`config.mk`:
```
export PLATFORM = sky130hd
export DESIGN_NAME = terminal_echo_key_translator_flat
export DESIGN_NICKNAME = d
export VERILOG_FILES = /design/src/sv/teket_pkg.sv /design/src/sv/teket_if.sv /design/src/sv/teket_front.sv /design/src/sv/teket_queue.sv /design/src/sv/teket_back.sv /design/src/sv/terminal_echo_key_translator.sv /design/src/flat_wrapper.sv
export SDC_FILE = /design/constraint.sdc
export NUM_CORES = 1
export LEC_CHECK = 0
export BUFFER_PORTS_ARGS = -buffer_cell sky130_fd_sc_hd__buf_2
export CORE_ASPECT_RATIO = 0.9
export CORE_MARGIN = 2
export CORE_UTILIZATION = 40
export DETAILED_ROUTE_END_ITERATION = 7
export MAX_ROUTING_LAYER = met4
export PLACE_DENSITY = 0.6
export SLEW_MARGIN = 10
export SYNTH_ARGS = -nofsm -noshare
export SYNTH_HDL_FRONTEND = slang
export SYNTH_HIERARCHICAL = 1
export SYNTH_SLANG_ARGS = --single-unit
```
`constraint.sdc`:
```
create_clock -name clock -period 6.3 [get_ports clock]
set_clock_uncertainty 0.05 [all_clocks]
set_input_delay 0 -clock clock [delete_from_list [all_inputs] [get_ports clock]]
set_output_delay 0 -clock clock [all_outputs]
set_load 0.05 [all_outputs]
```
`src/sv/teket_pkg.sv`:
```
`default_nettype none

package teket_pkg;

   // Character codes used by the translator.
   localparam logic [7:0] CHAR_BS    = 8'd8;
   localparam logic [7:0] CHAR_LF    = 8'd10;
   localparam logic [7:0] CHAR_CR    = 8'd13;
   localparam logic [7:0] CHAR_ESC   = 8'd27;
   localparam logic [7:0] CHAR_DEL   = 8'd127;
   localparam logic [7:0] CHAR_LBRK  = 8'h5B;
   localparam logic [7:0] CHAR_TWO   = 8'h32;
   localparam logic [7:0] CHAR_THREE = 8'h33;
   localparam logic [7:0] CHAR_FOUR  = 8'h34;
   localparam logic [7:0] CHAR_TILDE = 8'h7E;
   localparam logic [7:0] CHAR_UC_D  = 8'h44;
   localparam logic [7:0] CHAR_UC_P  = 8'h50;
   localparam logic [7:0] CHAR_LC_H  = 8'h68;

   // Register map.
   localparam logic [0:0] REG_ECHO_ENABLE = 1'b0;

   // Command queue depth.
   localparam int QueueDepth = 4;

   // Matcher stages.
   typedef enum logic [1:0] {
      STAGE_IDLE  = 2'd0,
      STAGE_ESC   = 2'd1,
      STAGE_CSI   = 2'd2,
      STAGE_DIGIT = 2'd3
   } stage_type;

   // What the back end emits after any flushed prefix.
   typedef enum logic [2:0] {
      ACT_NONE   = 3'd0,
      ACT_RAW    = 3'd1,
      ACT_LF     = 3'd2,
      ACT_RUBOUT = 3'd3,
      ACT_DELETE = 3'd4,
      ACT_INSERT = 3'd5
   } act_type;

   // One classified input item.
   typedef struct packed {
      logic [1:0] held_len;    // held prefix bytes to flush first
      logic       held_three;  // held digit is '3' rather than '2'
      act_type    act;
      logic [7:0] data;
   } cmd_type;

   // Number of bytes an action emits.
   function automatic logic [3:0] act_len(input act_type act);
      logic [3:0] len;
      unique case (act)
         ACT_RAW:    len = 4'd1;
         ACT_LF:     len = 4'd1;
         ACT_RUBOUT: len = 4'd6;
         ACT_DELETE: len = 4'd3;
         ACT_INSERT: len = 4'd4;
         default:    len = 4'd0;
      endcase
      return len;
   endfunction

   // Byte j of an action's output.
   function automatic logic [7:0] act_byte(input act_type act, input logic [2:0] j,
                                           input logic [7:0] data);
      logic [7:0] b;
      b = data;
      unique case (act)
         ACT_LF: b = CHAR_LF;
         ACT_RUBOUT: begin
            unique case (j)
               3'd0, 3'd3: b = CHAR_ESC;
               3'd1, 3'd4: b = CHAR_LBRK;
               3'd2:       b = CHAR_UC_D;
               default:    b = CHAR_UC_P;
            endcase
         end
         ACT_DELETE: begin
            unique case (j)
               3'd0:    b = CHAR_ESC;
               3'd1:    b = CHAR_LBRK;
               default: b = CHAR_UC_P;
            endcase
         end
         ACT_INSERT: begin
            unique case (j)
               3'd0:    b = CHAR_ESC;
               3'd1:    b = CHAR_LBRK;
               3'd2:    b = CHAR_FOUR;
               default: b = CHAR_LC_H;
            endcase
         end
         default: b = data;
      endcase
      return b;
   endfunction

endpackage

`default_nettype wire

```
`src/sv/teket_if.sv`:
```
`default_nettype none

// Input channel: one received byte per beat.
interface teket_req_if;
   logic       valid;
   logic       ready;
   logic [7:0] rx_byte;

   modport source (output valid, output rx_byte, input ready);
   modport sink   (input valid, input rx_byte, output ready);
endinterface

// Result channel: one echoed byte per beat.
interface teket_rsp_if;
   logic       valid;
   logic       ready;
   logic [7:0] tx_byte;
   logic       last;

   modport source (output valid, output tx_byte, output last, input ready);
   modport sink   (input valid, input tx_byte, input last, output ready);
endinterface

`default_nettype wire

```
`src/sv/teket_front.sv`:
```
`default_nettype none

module teket_front (
   input  wire logic              clock,
   input  wire logic              reset,
   input  wire logic              echo_enable,
   input  wire logic              match_clear,
   teket_req_if.sink              req,
   output teket_pkg::cmd_type     push_cmd,
   output logic                   push_valid,
   input  wire logic              push_ready
);
   import teket_pkg::*;

   stage_type  stage_ff, stage_in;
   logic       three_ff, three_in;
   logic       accept;
   cmd_type    cmd;
   logic       idle_esc;
   act_type    idle_act;

   assign req.ready = push_ready;
   assign accept    = req.valid && push_ready;

   // Translation of a byte seen in the idle stage.
   always_comb begin
      idle_esc = 1'b0;
      priority if (req.rx_byte == CHAR_BS || req.rx_byte == CHAR_DEL) begin
         idle_act = ACT_RUBOUT;
      end else if (req.rx_byte == CHAR_ESC) begin
         idle_act = ACT_NONE;
         idle_esc = 1'b1;
      end else if (req.rx_byte == CHAR_CR) begin
         idle_act = ACT_LF;
      end else begin
         idle_act = ACT_RAW;
      end
   end

   // Matcher: classify the byte against the held prefix.
   always_comb begin
      cmd.held_len   = 2'd0;
      cmd.held_three = three_ff;
      cmd.act        = idle_act;
      cmd.data       = req.rx_byte;
      stage_in       = idle_esc ? STAGE_ESC : STAGE_IDLE;
      three_in       = 1'b0;
      unique case (stage_ff)
         STAGE_ESC: begin
            if (req.rx_byte == CHAR_LBRK) begin
               cmd.act  = ACT_NONE;
               stage_in = STAGE_CSI;
            end else begin
               cmd.held_len = 2'd1;
            end
         end
         STAGE_CSI: begin
            if (req.rx_byte == CHAR_TWO || req.rx_byte == CHAR_THREE) begin
               cmd.act  = ACT_NONE;
               stage_in = STAGE_DIGIT;
               three_in = (req.rx_byte == CHAR_THREE);
            end else begin
               cmd.held_len = 2'd2;
            end
         end
         STAGE_DIGIT: begin
            if (req.rx_byte == CHAR_TILDE) begin
               cmd.act  = three_ff ? ACT_DELETE : ACT_INSERT;
               stage_in = STAGE_IDLE;
            end else begin
               cmd.held_len = 2'd3;
            end
         end
         default: begin
         end
      endcase
   end

   assign push_cmd   = cmd;
   assign push_valid = accept && echo_enable &&
                       (cmd.held_len != 2'd0 || cmd.act != ACT_NONE);

   // Matcher state; disabled echo keeps it idle.
   always_ff @(posedge clock) begin
      if (reset || match_clear) begin
         stage_ff <= STAGE_IDLE;
         three_ff <= 1'b0;
      end else if (accept) begin
         if (echo_enable) begin
            stage_ff <= stage_in;
            three_ff <= three_in;
         end else begin
            stage_ff <= STAGE_IDLE;
            three_ff <= 1'b0;
         end
      end
   end

endmodule

`default_nettype wire

```
`src/sv/teket_queue.sv`:
```
`default_nettype none

module teket_queue (
   input  wire logic              clock,
   input  wire logic              reset,
   input  wire teket_pkg::cmd_type push_cmd,
   input  wire logic              push_valid,
   output logic                   push_ready,
   output teket_pkg::cmd_type     pop_cmd,
   output logic                   pop_valid,
   input  wire logic              pop_ready
);
   import teket_pkg::*;

   localparam int PtrW = $clog2(QueueDepth);

   cmd_type           entry_ff [QueueDepth];
   logic [PtrW-1:0]   wr_ptr_ff, wr_ptr_in;
   logic [PtrW-1:0]   rd_ptr_ff, rd_ptr_in;
   logic [PtrW:0]     count_ff, count_in;
   logic              do_push, do_pop;

   assign push_ready = (count_ff != PtrW'(0) + (PtrW+1)'(QueueDepth));
   assign pop_valid  = (count_ff != '0);
   assign pop_cmd    = entry_ff[rd_ptr_ff];
   assign do_push    = push_valid && push_ready;
   assign do_pop     = pop_valid && pop_ready;

   // Pointer and fill count updates.
   always_comb begin
      wr_ptr_in = do_push ? wr_ptr_ff + 1'b1 : wr_ptr_ff;
      rd_ptr_in = do_pop  ? rd_ptr_ff + 1'b1 : rd_ptr_ff;
      count_in  = count_ff;
      if (do_push && !do_pop) begin
         count_in = count_ff + 1'b1;
      end else if (do_pop && !do_push) begin
         count_in = count_ff - 1'b1;
      end
   end

   always_ff @(posedge clock) begin
      if (reset) begin
         wr_ptr_ff <= '0;
         rd_ptr_ff <= '0;
         count_ff  <= '0;
      end else begin
         wr_ptr_ff <= wr_ptr_in;
         rd_ptr_ff <= rd_ptr_in;
         count_ff  <= count_in;
      end
   end

   // Entry storage.
   always_ff @(posedge clock) begin
      if (do_push) begin
         entry_ff[wr_ptr_ff] <= push_cmd;
      end
   end

endmodule

`default_nettype wire

```
`src/sv/teket_back.sv`:
```
`default_nettype none

module teket_back (
   input  wire logic              clock,
   input  wire logic              reset,
   input  wire teket_pkg::cmd_type pop_cmd,
   input  wire logic              pop_valid,
   output logic                   pop_ready,
   teket_rsp_if.source            rsp
);
   import teket_pkg::*;

   cmd_type     cur_ff, cur_in;
   logic [3:0]  idx_ff, idx_in;
   logic        busy_ff, busy_in;
   logic        out_valid_ff, out_valid_in;
   logic [7:0]  out_byte_ff, out_byte_in;
   logic        out_last_ff, out_last_in;
   logic        adv, fin;
   logic [3:0]  total;
   logic [3:0]  act_idx;
   logic [7:0]  cur_byte;

   // Total beats for the current command and the byte at the current index.
   always_comb begin
      total   = {2'b00, cur_ff.held_len} + act_len(cur_ff.act);
      act_idx = idx_ff - {2'b00, cur_ff.held_len};
      if (idx_ff < {2'b00, cur_ff.held_len}) begin
         unique case (idx_ff[1:0])
            2'd0:    cur_byte = CHAR_ESC;
            2'd1:    cur_byte = CHAR_LBRK;
            default: cur_byte = cur_ff.held_three ? CHAR_THREE : CHAR_TWO;
         endcase
      end else begin
         cur_byte = act_byte(cur_ff.act, act_idx[2:0], cur_ff.data);
      end
   end

   assign adv       = busy_ff && (!out_valid_ff || rsp.ready);
   assign fin       = adv && (idx_ff == total - 4'd1);
   assign pop_ready = !busy_ff || fin;

   // Sequencer and output register.
   always_comb begin
      cur_in       = cur_ff;
      idx_in       = idx_ff;
      busy_in      = busy_ff;
      out_valid_in = out_valid_ff;
      out_byte_in  = out_byte_ff;
      out_last_in  = out_last_ff;
      if (pop_valid && pop_ready) begin
         cur_in  = pop_cmd;
         idx_in  = 4'd0;
         busy_in = 1'b1;
      end else if (fin) begin
         busy_in = 1'b0;
      end else if (adv) begin
         idx_in = idx_ff + 4'd1;
      end
      if (adv) begin
         out_valid_in = 1'b1;
         out_byte_in  = cur_byte;
         out_last_in  = fin;
      end else if (rsp.ready) begin
         out_valid_in = 1'b0;
      end
   end

   always_ff @(posedge clock) begin
      if (reset) begin
         busy_ff      <= 1'b0;
         out_valid_ff <= 1'b0;
         idx_ff       <= 4'd0;
      end else begin
         busy_ff      <= busy_in;
         out_valid_ff <= out_valid_in;
         idx_ff       <= idx_in;
      end
   end

   always_ff @(posedge clock) begin
      cur_ff      <= cur_in;
      out_byte_ff <= out_byte_in;
      out_last_ff <= out_last_in;
   end

   assign rsp.valid   = out_valid_ff;
   assign rsp.tx_byte = out_byte_ff;
   assign rsp.last    = out_last_ff;

endmodule

`default_nettype wire

```
`src/sv/terminal_echo_key_translator.sv`:
```
// Console echo translator.
// The req channel takes one received console byte per beat; the rsp channel
// gives the bytes to echo, one per beat, with last set on the final byte
// that an input byte causes. Backspace and DEL expand to six bytes, CR
// becomes LF, and the Insert and Delete key sequences are rewritten. Bytes
// that only extend a held key prefix give no beats; a broken prefix is
// echoed raw ahead of the current byte's own output, up to nine beats.
// A front end classifies each byte in its accept cycle and posts a command
// to a four-entry queue; a back end expands commands into output beats.
// An item passes through a queue entry, the back end's command register
// and the output register; the back end sends one beat per cycle while
// the receiver is ready. The front end takes a byte every cycle while the
// queue has room. When the receiver stalls, the output register holds its
// beat and the queue fills before req.ready falls.
// Register 0 (echo_enable, byte address 0) resets to 1; writing 0 drops any
// held prefix and suppresses output. Reset empties the queue and the matcher.
`default_nettype none

module terminal_echo_key_translator (
   input  wire logic         clock,
   input  wire logic         reset,
   teket_req_if.sink         req,
   teket_rsp_if.source       rsp,
   input  wire logic         psel,
   input  wire logic         penable,
   input  wire logic         pwrite,
   input  wire logic [2:0]   paddr,
   input  wire logic [31:0]  pwdata,
   output logic [31:0]       prdata,
   output logic              pready
);
   import teket_pkg::*;

   logic     echo_enable_ff, echo_enable_in;
   logic     cfg_write, cfg_hit, match_clear;
   cmd_type  push_cmd, pop_cmd;
   logic     push_valid, push_ready, pop_valid, pop_ready;

   // Register access.
   assign pready    = 1'b1;
   assign cfg_write = psel && penable && pwrite;
   assign cfg_hit   = (paddr[2] == REG_ECHO_ENABLE);
   assign prdata    = cfg_hit ? {31'd0, echo_enable_ff} : 32'd0;

   always_comb begin
      echo_enable_in = echo_enable_ff;
      if (cfg_write && cfg_hit) begin
         echo_enable_in = pwdata[0];
      end
   end

   assign match_clear = cfg_write && cfg_hit && !pwdata[0];

   always_ff @(posedge clock) begin
      if (reset) begin
         echo_enable_ff <= 1'b1;
      end else begin
         echo_enable_ff <= echo_enable_in;
      end
   end

   // Front end, queue and back end.
   teket_front u_front (
      .clock       (clock),
      .reset       (reset),
      .echo_enable (echo_enable_ff),
      .match_clear (match_clear),
      .req         (req),
      .push_cmd    (push_cmd),
      .push_valid  (push_valid),
      .push_ready  (push_ready)
   );

   teket_queue u_queue (
      .clock      (clock),
      .reset      (reset),
      .push_cmd   (push_cmd),
      .push_valid (push_valid),
      .push_ready (push_ready),
      .pop_cmd    (pop_cmd),
      .pop_valid  (pop_valid),
      .pop_ready  (pop_ready)
   );

   teket_back u_back (
      .clock     (clock),
      .reset     (reset),
      .pop_cmd   (pop_cmd),
      .pop_valid (pop_valid),
      .pop_ready (pop_ready),
      .rsp       (rsp)
   );

endmodule

`default_nettype wire

```
`src/flat_wrapper.sv`:
```
// flat-port wrapper written by rule: the top's interface ports become plain ports
module terminal_echo_key_translator_flat import teket_pkg::*;
  (clock, reset, psel, penable, pwrite, paddr, pwdata, prdata, pready, req_valid, req_rx_byte, req_ready, rsp_valid, rsp_tx_byte, rsp_last, rsp_ready);
  teket_req_if req_i ();
  teket_rsp_if rsp_i ();
  input  wire logic clock;
  input  wire logic reset;
  input  wire logic psel;
  input  wire logic penable;
  input  wire logic pwrite;
  input  wire logic [2:0] paddr;
  input  wire logic [31:0] pwdata;
  output logic [31:0] prdata;
  output logic pready;
  input wire logic [$bits(req_i.valid)-1:0] req_valid;
  input wire logic [$bits(req_i.rx_byte)-1:0] req_rx_byte;
  output wire logic [$bits(req_i.ready)-1:0] req_ready;
  output wire logic [$bits(rsp_i.valid)-1:0] rsp_valid;
  output wire logic [$bits(rsp_i.tx_byte)-1:0] rsp_tx_byte;
  output wire logic [$bits(rsp_i.last)-1:0] rsp_last;
  input wire logic [$bits(rsp_i.ready)-1:0] rsp_ready;
  assign req_i.valid = req_valid;
  assign req_i.rx_byte = req_rx_byte;
  assign req_ready = req_i.ready;
  assign rsp_valid = rsp_i.valid;
  assign rsp_tx_byte = rsp_i.tx_byte;
  assign rsp_last = rsp_i.last;
  assign rsp_i.ready = rsp_ready;
  terminal_echo_key_translator u_core (.clock(clock), .reset(reset), .req(req_i), .rsp(rsp_i), .psel(psel), .penable(penable), .pwrite(pwrite), .paddr(paddr), .pwdata(pwdata), .prdata(prdata), .pready(pready));
endmodule
```
==> impl_metrics.csv, run 1 <==
group,metric,value,unit
critical_path,path_class,"flip-flop to flip-flop",
floorplan,die_height,109.8,µm
critical_path,cpLargestDelayFamily,"adder cells",
final_layout,antenna_cells,0,
final_layout,nets,471,
sta,layout_min_cycle_time,4.498,ns
route,drt-initial-drc-count,182,
clock_network,clk_latency,0.34,ns
critical_path,start_kind,"flip-flop",
floorplan,start_util,0.4118,
sta,setup_viol,0,
clock_network,clockRootBuffer,"clkbuf_16",
clock_network,ctsResizeCount,0,
status,status,"finished clean",
global_routing,grtUsageTotal,0.1341,
clock_network,cts_made_buffers,9,
sta,grt_setup_unrepaired,"no",
clock_network,cts_tree,"done",
floorplan,io_pins,94,
route,drt-total-wl,8152,µm
route,drt-pass1-iter-count,4,
placement,dp_hpwl,5514,µm
power_and_ir_drop,p_leak,2.000,nW
power_and_ir_drop,internal_power,1.623,mW
floorplan,num_rows,38,
yosys,synth_area_per_cell,13.19,µm²
critical_path,path_max_fanout,21,
power_and_ir_drop,peakVddDrop,188.1,µV
final_layout,fillers,1072,
power_and_ir_drop,power.density,478.0,nW/µm²
critical_path,cp_data_required_time,6.52,ns
route,wire_per_inst,14.28,µm
final_layout,drive_gt1_frac,0.1849,
final_layout,finish.instance_area,5450,µm²
sta,hold_viol,0,
yosys,syn_inst,377,
global_routing,grt_pass1_wl,13180,µm
yosys,yosys-top-cells-area,"edfxtp_1 (48%), dfxtp_1 (7.6%), buf_4 (6.5%)",
sta,slew_headroom,0.4020,
route,vias,2818,
sta,final.period_utilization,0.7140,
global_routing,overflow,0,
hold_path,hold_path_class,"input pin to flip-flop",
power_and_ir_drop,power_switching,982.7,µW
yosys,synth_top_area_frac,0.4770,
final_layout,multi_input_area,1852,µm²
global_routing,antenna_found_initial,0,
yosys,ys.flop_type,"edfxtp_1",
clock_network,cts_buffer_depth,2,
placement,routabilityCongestion,0.8286,
yosys,synth-edff-count,79,
final_layout,seqCellArea,2753,µm²
route,avgViaCountPerCell,4.935,
critical_path,endpoint_kind,"flip-flop",
flow_run,maxCapViolations,0,
floorplan,core,12080,µm²
route,antenna_left,0,
clock_network,cts.clk_slew.worst_paths,0.06,ns
critical_path,crit_slowest_cell,"edfxtp_1",
critical_path,cp.arrival,4.72,ns
power_and_ir_drop,swShare,0.3772,
route,drc,0,
clock_network,htree_levels,3,
global_routing,first_global_vias,2663,
yosys,synth-seq-cells,98,
floorplan,die_w,121.5,µm
yosys,syn_area,4974,µm²
power_and_ir_drop,seq_power_share,0.394,
critical_path,cpPeakStageDelay,0.80,ns
global_routing,grt_max_degree,22,
sta,fmax,0.2223,GHz
placement,place_area,5012,µm²
critical_path,path_buf_inv,3,
yosys,async_reset_ff_frac,0,
yosys,ys_seq_area_frac,0.5535,
sta,slew_viol_final,0,
sta,tightest_slew,0.8957,ns
final_layout,areaGrowthSynthToFinish,9.585,%
yosys,ys_warn_count,6,
power_and_ir_drop,p_comb_frac,0.397,
critical_path,path_cells,"and2b_2 -> a21oi_1 -> ha_1 -> inv_1 -> ha_1 -> inv_1 -> fa_1 -> xor2_1 -> and3_4 -> o21ai_2 -> o21ai_2 -> o31ai_2 -> ha_1 -> inv_1 -> fa_1 -> xor2_1 -> or3_1 -> a21oi_1",
yosys,yosysTopAreaCell,"edfxtp_1",
power_and_ir_drop,total_power,2.605,mW
yosys,ys_types,70,
clock_network,cts_sinks,98,
power_and_ir_drop,clockPowerShare,0.209,
placement,portBuffers,28,
sta,setup_tns,0,ns
floorplan,die_area,13340,µm²
state kept, by name (all words and copies together) (netlist names), 2 cells and up, named ones only:
name and flops:
u_core/u_queue/count_ff 3, u_core/u_back/rsp.tx_byte 8, u_core/u_back/idx_ff 4, u_core/u_queue/wr_ptr_ff 2, u_core/u_front/stage_ff 2, u_core/u_queue/rd_ptr_ff 2
u_core/u_queue/entry_ff 56, u_core/u_back/cur_ff 14
layout make-up:
class | instances | share of cell area
multi-input combinational | 237 | 0.3398
timing repair buffer | 42 | 0.05142
inverter | 18 | 0.01240
tap | 160 | 0.03673
sequential | 98 | 0.5051
clock buffer | 12 | 0.04522
clock inverter | 4 | 0.009412
cell usage after synthesis (3+ instances only):
| cell type | count |
|---|---|
| a211oi_1 | 3 |
| mux2i_1 | 4 |
| inv_1 | 18 |
| buf_6 | 4 |
| xor2_1 | 8 |
| edfxtp_1 | 79 |
| a21oi_1 | 13 |
| nor2_1 | 19 |
| xnor2_1 | 4 |
| fa_1 | 3 |
| clkbuf_1 | 3 |
| o21ai_2 | 3 |
| or3_1 | 3 |
| nor3_1 | 5 |
| nand3_1 | 8 |
| mux4_1 | 4 |
| and2_1 | 5 |
| dfxtp_1 | 19 |
| mux4_2 | 10 |
| nand2b_1 | 5 |
| buf_4 | 43 |
| buf_2 | 3 |
| a31oi_1 | 4 |
| ha_1 | 12 |
| o21ai_1 | 4 |
| nor4_1 | 4 |
| nand2_1 | 17 |
| o21ai_0 | 13 |
power by group through the flow:
| stage | Sequential, mW | Combinational [mW] | Clock, mW |
|---|---|---|---|
| finish | 1.03 | 1.03 | 0.545 |
| global route | 1.05 | 1.15 | 0.583 |
| CTS | 1.03 | 1.05 | 0.561 |
| detailed placement | 1.04 | 1.03 | 0 |
| global placement | 1.04 | 1.01 | 0 |
| floorplan | 1.04 | 0.878 | 0 |
cell usage in the layout, fill, tap and decap left out, types with 3 or more instances in the layout:
cell type,count
o21ai_0,13
edfxtp_1,79
dlygate4sd3_1,14
clkbuf_16,9
dfxtp_1,19
nand3_1,8
mux2i_1,4
nand2b_1,5
xnor2_1,4
nor3_1,5
fa_1,3
a211oi_1,3
o21ai_2,3
or3_1,3
a31oi_1,4
nor2_1,19
ha_1,12
nor4_1,4
mux4_1,4
and2_1,5
buf_2,28
inv_1,18
nand2_1,17
mux4_2,10
o21ai_1,4
a21oi_1,13
xor2_1,8
conb_1,32
logic make-up (layout without fill, tap and decap cells):
kind of cell    Yosys count  after routing  share of synthesized area
flops                    98             98                     0.5535
simple gates             92             92                     0.1082
buf+inv                  72             76                    0.09685
compound gates           64             64                    0.08880
mux                      20             20                    0.07899
fa+ha+maj                15             15                    0.04226
xor+xnor                 14             14                    0.02994
other cells               2             32                   0.001510
through the flow:
stage	utilization	hold WS (ns)	setup WS, ns	cells
after CTS	0.4513	0.06391	1.775	571
after global routing	0.4513	0.09560	1.502	571
after global placement	0.4150	0.2244	1.922	541
final	0.4513	0.07821	1.802	571
after detailed placement	0.4150	0.2353	1.794	541
after floorplan	-	0.01907	2.389	407
worst paths after layout:
check,from,end,slack [ns],depth (start not counted)
worst min-delay path,pwrite,u_core/u_front/three_ff$_SDFFE_PP0P_,0.08,4
worst min register to register,u_core/u_queue/wr_ptr_ff[1]$_SDFFE_PP0P_,u_core/u_queue/wr_ptr_ff[1]$_SDFFE_PP0P_,0.48,2
worst max register to register,u_core/u_back/cur_ff[10]$_DFFE_PP_,u_core/u_queue/count_ff[2]$_SDFFE_PP0P_,1.80,18
worst max-delay path,u_core/u_back/cur_ff[10]$_DFFE_PP_,u_core/u_queue/count_ff[2]$_SDFFE_PP0P_,1.80,18
timing repair:
| action | 4_1_cts | 5_1_grt |
|---|---|---|
| buffers inserted | 0 | 0 |
| hold buffers | 14 | 0 |
| endpoints found under the hold margin | 42 | 0 |
per-layer routing:
metal  routed length (µm)  global-route usage  vias to the layer above
li1                     -                   -                     1383
met3                  338             0.04201                       11
met5                    0                   -                        -
met2                 4011              0.2239                       68
met1                 3714              0.1605                     1356
met4                   87             0.03120                        0
tightest hold or removal path, cell delays in order:
cell      delay (ns)
buf_2           0.11
nand4b_4        0.08
nor2_1          0.06
nor3_1          0.16
No activity file was read; power rests on OpenSTA's default activity.
==> run 2, diff against run 1 <==
Clock period 6.3 ns to 4.68 ns, I/O delays scaled along.
==> run 2 against run 1 <==
- design area is 0.28% higher
- register-to-register slack worse by 1.4 ns
- maximum frequency is 6.4% higher
- worst hold slack better by 0.0055 ns
- total power is 35% higher
- sequential cell count stayed put
- count of clock-buffer cells in the layout stayed put
- sequential power is 31% higher
- first-iteration DRC count is 5.5% higher
- sequential share of layout area is 0.14 points lower
- utilization is 0.12 points higher
- critical endpoint unchanged
==> impl_metrics.csv, run 2 (synthesized netlist as in run 1, its figures left out) <==
group,metric,value,unit
status,status,"finished clean",
final_layout,final_cells,573,
clock_network,cts_tree,"done",
clock_network,clockRootBuffer,"clkbuf_16",
critical_path,cpPeakStageDelay,0.57,ns
final_layout,final_cell_mix,"edfxtp_1 (79), conb_1 (32), buf_2 (28)",
flow_run,maxCapViolations,0,
sta,slew_viol_final,0,
floorplan,io_pins,94,
critical_path,start_kind,"flip-flop",
final_layout,top_register,"u_core/u_queue/entry_ff",
global_routing,grtUsageTotal,0.1400,
power_and_ir_drop,p_leak,2.009,nW
floorplan,die_area,13340,µm²
critical_path,path_cells,"and2b_2 -> a21oi_1 -> ha_1 -> inv_1 -> ha_1 -> inv_1 -> fa_1 -> xor2_1 -> and3_4 -> o21ai_2 -> o21ai_2 -> o31ai_2 -> ha_1 -> inv_1 -> fa_1 -> xor2_1 -> or3_1 -> a21oi_1",
floorplan,die_height,109.8,µm
global_routing,grt_pass1_wl,13820,µm
critical_path,path_buf_inv,3,
power_and_ir_drop,power.density,644.3,nW/µm²
final_layout,final_common_cell,"edfxtp_1",
global_routing,grt_max_degree,19,
floorplan,core,12080,µm²
route,wire_per_inst,14.73,µm
route,drc,0,
critical_path,cp.arrival,4.45,ns
final_layout,drive_gt1_frac,0.1889,
final_layout,antenna_cells,0,
route,antenna_left,0,
floorplan,die_w,121.5,µm
route,avgViaCountPerCell,4.953,
sta,grt_setup_unrepaired,"no",
sta,fmax,0.2364,GHz
critical_path,path_class,"flip-flop to flip-flop",
route,drt-pass1-iter-count,4,
route,drt-total-wl,8439,µm
route,vias,2838,
global_routing,first_global_vias,2787,
sta,layout_min_cycle_time,4.230,ns
final_layout,largest_reg_flops,56,
sta,hold_viol,0,
placement,dp_hpwl,5783,µm
hold_path,hold_path_class,"input pin to flip-flop",
sta,holdWs,0.08373,ns
route,drt-initial-drc-count,192,
floorplan,num_rows,38,
global_routing,antenna_found_initial,0,
clock_network,cts_sinks,98,
critical_path,cp_data_required_time,4.90,ns
global_routing,overflow,0,
sta,final.period_utilization,0.9038,
placement,portBuffers,28,
clock_network,cts_made_buffers,9,
power_and_ir_drop,peakVddDrop,284.6,µV
critical_path,endpoint_kind,"flip-flop",
clock_network,clk_latency,0.34,ns
sta,setup_tns,0,ns
critical_path,cpLargestDelayFamily,"adder cells",
placement,routabilityCongestion,0.7812,
placement,placed_cells,543,
final_layout,fillers,1093,
final_layout,nets,473,
clock_network,cts.clk_slew.worst_paths,0.06,ns
sta,setup_viol,0,
clock_network,cts_buffer_depth,2,
final_layout,fin_util,0.4525,
final_layout,areaGrowthSynthToFinish,9.887,%
sta,slew_headroom,0.4021,
critical_path,path_max_fanout,12,
critical_path,crit_slowest_cell,"edfxtp_1",
sta,tightest_slew,0.8956,ns
floorplan,start_util,0.4118,
clock_network,htree_levels,3,
-- run 2: timing repair --
item	4_1_cts	5_1_grt
hold endpoints to repair	42	0
hold buffers	14	0
buffers inserted	0	0
gates resized for setup	0	0
-- run 2: through the flow --
stage                     setup WS, ns  power [mW]  area, µm²
after floorplan                 0.7691       2.588       5086
after global placement          0.5556       2.781       5027
after detailed placement        0.4722       2.811       5027
after CTS                       0.4553       3.560       5465
after global routing            0.2017       3.766       5465
final                           0.4504       3.521       5465
-- run 2: worst paths after layout --
| kind | start | to | slack (ns) | depth (start not counted) |
|---|---|---|---|---|
| setup / recovery | u_core/u_back/cur_ff[8]$_DFFE_PP_ | u_core/u_queue/count_ff[2]$_SDFFE_PP0P_ | 0.45 | 18 |
| hold / removal | pwrite | u_core/u_front/three_ff$_SDFFE_PP0P_ | 0.08 | 4 |
| setup reg to reg | u_core/u_back/cur_ff[8]$_DFFE_PP_ | u_core/u_queue/count_ff[2]$_SDFFE_PP0P_ | 0.45 | 18 |
| hold reg to reg | u_core/u_queue/wr_ptr_ff[1]$_SDFFE_PP0P_ | u_core/u_queue/wr_ptr_ff[1]$_SDFFE_PP0P_ | 0.48 | 2 |
-- run 2: final cells by class --
cell class	count	area, µm²	area share
Tap cell	160	200.2	0.03663
Sequential cell	98	2753	0.5037
Timing Repair Buffer	44	295.3	0.05403
Inverter	18	67.56	0.01236
Clock buffer	12	246.5	0.04510
Multi-Input combinational cell	237	1852	0.3388
Clock inverter	4	51.30	0.009386
-- run 2: tightest hold or removal path, delay by kind of cell --
family	cells	cell delay, ns
buffers and inverters	1	0.11
AND/OR/NAND/NOR	3	0.32
-- run 2: metal layers --
metal	wire length (µm)	global-route usage	part of all wire	vias to the layer above
met3	320	0.04149	0.038	9
li1	-	-	-	1389
met2	4125	0.2251	0.49	67
met1	3902	0.1734	0.46	1373
met4	89	0.04023	0.011	0
met5	0	-	0	-
-- run 2: power by group --
| part | total, mW | switching (mW) | leakage (nW) | internal [mW] |
|---|---|---|---|---|
| Clock | 0.732 | 0.303 | 0.143 | 0.429 |
| Sequential | 1.35 | 0.153 | 0.902 | 1.20 |
| Combinational | 1.44 | 0.872 | 0.964 | 0.568 |
| Total | 3.52 | 1.33 | 2.01 | 2.19 |
==> run 3, diff against run 2 <==
Settings changed: CTS_CLUSTER_DIAMETER from default to 150, SYNTH_HIERARCHICAL 1 to default.
==> run 3 against run 2 <==
- sequential power fell by 5%
- count of clock-buffer cells in the layout down 1
- clock power is 9.6% lower
- critical endpoint is now u_core.u_queue.count_ff[2]$_SDFFE_PP0P_
==> impl_metrics.csv, run 3 <==
group,metric,value,unit
flow_run,maxCapViolations,0,
clock_network,cts_buffer_depth,2,
final_layout,final_cell_mix,"edfxtp_1 (79), conb_1 (32), buf_2 (28)",
critical_path,cp.arrival,4.33,ns
power_and_ir_drop,p_leak,1.985,nW
hold_path,worstHoldStart,"req_valid",
route,vias,2788,
floorplan,core,11480,µm²
yosys,synth_top_area_frac,0.5011,
clock_network,cts.clk_slew.worst_paths,0.07,ns
yosys,ys_types,64,
sta,slew_viol_final,0,
yosys,ys_top_cells_by_count,"edfxtp_1 (79), buf_4 (35), inv_1 (24)",
yosys,synth-edff-count,79,
floorplan,start_util,0.4124,
route,drc,0,
clock_network,cts_tree,"done",
sta,grt_setup_unrepaired,"no",
critical_path,r2r_cells,18,
route,antenna_left,0,
global_routing,grtUsageTotal,0.1361,
clock_network,cts_made_buffers,9,
critical_path,endpoint_kind,"flip-flop",
sta,layout_min_cycle_time,4.103,ns
sta,tightest_slew,1.006,ns
final_layout,final_common_cell,"edfxtp_1",
final_layout,antenna_cells,0,
route,avgViaCountPerCell,4.952,
floorplan,die_w,118.7,µm
critical_path,path_max_fanout,13,
route,drt-initial-drc-count,158,
hold_path,hold_depth,4,
critical_path,startpoint,"u_core.u_back.cur_ff[8]$_DFFE_PP_",
final_layout,largest_reg_flops,56,
yosys,synth-seq-cells,96,
placement,dp_hpwl,5673,µm
sta,final.period_utilization,0.8766,
clock_network,ctsResizeCount,0,
yosys,synthMostInstantiatedCell,"edfxtp_1",
yosys,ys_seq_area_frac,0.5729,
route,drt-total-wl,8176,µm
sta,fmax,0.2438,GHz
critical_path,start_kind,"flip-flop",
sta,slew_headroom,0.3287,
global_routing,grt_max_degree,17,
yosys,async_reset_ff_frac,0,
status,status,"finished clean",
floorplan,io_pins,94,
power_and_ir_drop,peakVddDrop,213.3,µV
sta,setup_tns,0,ns
final_layout,drive_gt1_frac,0.1990,
route,wire_per_inst,14.52,µm
critical_path,crit-reg2reg-launch,"u_core.u_back.cur_ff[8]$_DFFE_PP_",
global_routing,first_global_vias,2631,
sta,setup_viol,0,
sta,holdWs,0.1265,ns
yosys,syn_area,4735,µm²
final_layout,top_register,"u_core.u_queue.entry_ff",
floorplan,die_area,12720,µm²
final_layout,nets,468,
floorplan,num_rows,37,
hold_path,hold_path_class,"input pin to flip-flop",
placement,routabilityCongestion,0.8378,
yosys,ys.flop_type,"edfxtp_1",
yosys,syn_inst,361,
yosys,synth_area_per_cell,13.12,µm²
global_routing,grt_pass1_wl,12970,µm
critical_path,cp_data_required_time,4.90,ns
sta,hold_viol,0,
final_layout,areaGrowthSynthToFinish,11.84,%
clock_network,clockRootBuffer,"clkbuf_16",
route,drt-pass1-iter-count,4,
yosys,yosys-top-cells-area,"edfxtp_1 (50%), dfxtp_1 (7.2%), mux4_2 (6.7%)",
placement,portBuffers,28,
global_routing,antenna_found_initial,0,
yosys,ys_warn_count,0,
global_routing,overflow,0,
power_and_ir_drop,power.density,610.5,nW/µm²
critical_path,path_class,"flip-flop to flip-flop",
clock_network,cts_sinks,96,
clock_network,clk_latency,0.34,ns
floorplan,die_height,107.2,µm
yosys,yosysTopAreaCell,"edfxtp_1",
clock_network,htree_levels,3,
## run 3: cell type report
type                    instances  area, µm²
inverters                      24      90.09
multi-input cells             228       1749
fillers                      1050       6186
repair buffers                 43      282.8
flip-flops and latches         96       2713
well taps                     156      195.2
clock inverters                 5      32.53
clock buffers                  11      232.7
## run 3: critical path, cell delays in order (launching register included)
cell and delay, ns:
edfxtp_1 0.56, and3b_1 0.32, a31oi_1 0.17, ha_1 0.25
inv_1 0.06, ha_1 0.14, inv_1 0.05, fa_1 0.40
xor2_1 0.23, a311oi_2 0.10, o211ai_2 0.31, a21oi_2 0.11
inv_1 0.10, ha_1 0.18, inv_1 0.06, fa_1 0.37
xor2_1 0.16, or3_1 0.30, a21oi_1 0.13
## run 3: cell families (layout without fill, tap and decap cells)
family,after synthesis,in the layout,synth area share
compound gates,59,59,0.08827
simple gates,91,91,0.1091
fa+ha+maj,16,16,0.04704
xor+xnor,9,9,0.01665
mux,21,21,0.08298
flops,96,96,0.5729
other cells,2,32,0.001586
buf+inv,67,83,0.08140
## run 3: layer usage
| metal | global-route usage | part of all wire | vias to the layer above | wire length, µm |
|---|---|---|---|---|
| met5 | - | 0 | - | 0 |
| li1 | - | - | 1357 | - |
| met2 | 0.2192 | 0.47 | 73 | 3853 |
| met3 | 0.04096 | 0.045 | 4 | 368 |
| met4 | 0.03741 | 0.0064 | 0 | 52 |
| met1 | 0.1682 | 0.48 | 1354 | 3901 |
## run 3: power breakdown
group,switching [mW],internal (mW)
combinational,0.781,0.505
sequential,0.133,1.15
clock,0.301,0.361
## run 3: what timing repair did
action                                 CTS  global route
hold buffers                            12             0
endpoints found under the hold margin   40             0
setup buffers                            0             0
## run 3: metrics by stage
| step | setup WS, ns | utilization | power, mW | instance area (µm²) | std cells |
|---|---|---|---|---|---|
| 2_1_floorplan | 0.4481 | - | 2.315 | 4847 | 391 |
| 3_3_place_gp | 0.6378 | 0.4276 | 2.558 | 4910 | 535 |
| 3_5_place_dp | 0.6011 | 0.4276 | 2.579 | 4910 | 535 |
| 4_1_cts | 0.5633 | 0.4612 | 3.255 | 5295 | 563 |
| 5_1_grt | 0.3408 | 0.4612 | 3.459 | 5295 | 563 |
| 6_report | 0.5775 | 0.4612 | 3.233 | 5295 | 563 |
## run 3: path summary, 6_finish.rpt
check                                            end  slack (ns)
max          u_core.u_queue.count_ff[2]$_SDFFE_PP0P_        0.58
min             u_core.u_front.three_ff$_SDFFE_PP0P_        0.13
max reg2reg  u_core.u_queue.count_ff[2]$_SDFFE_PP0P_        0.58
min reg2reg  u_core.u_queue.count_ff[2]$_SDFFE_PP0P_        0.45
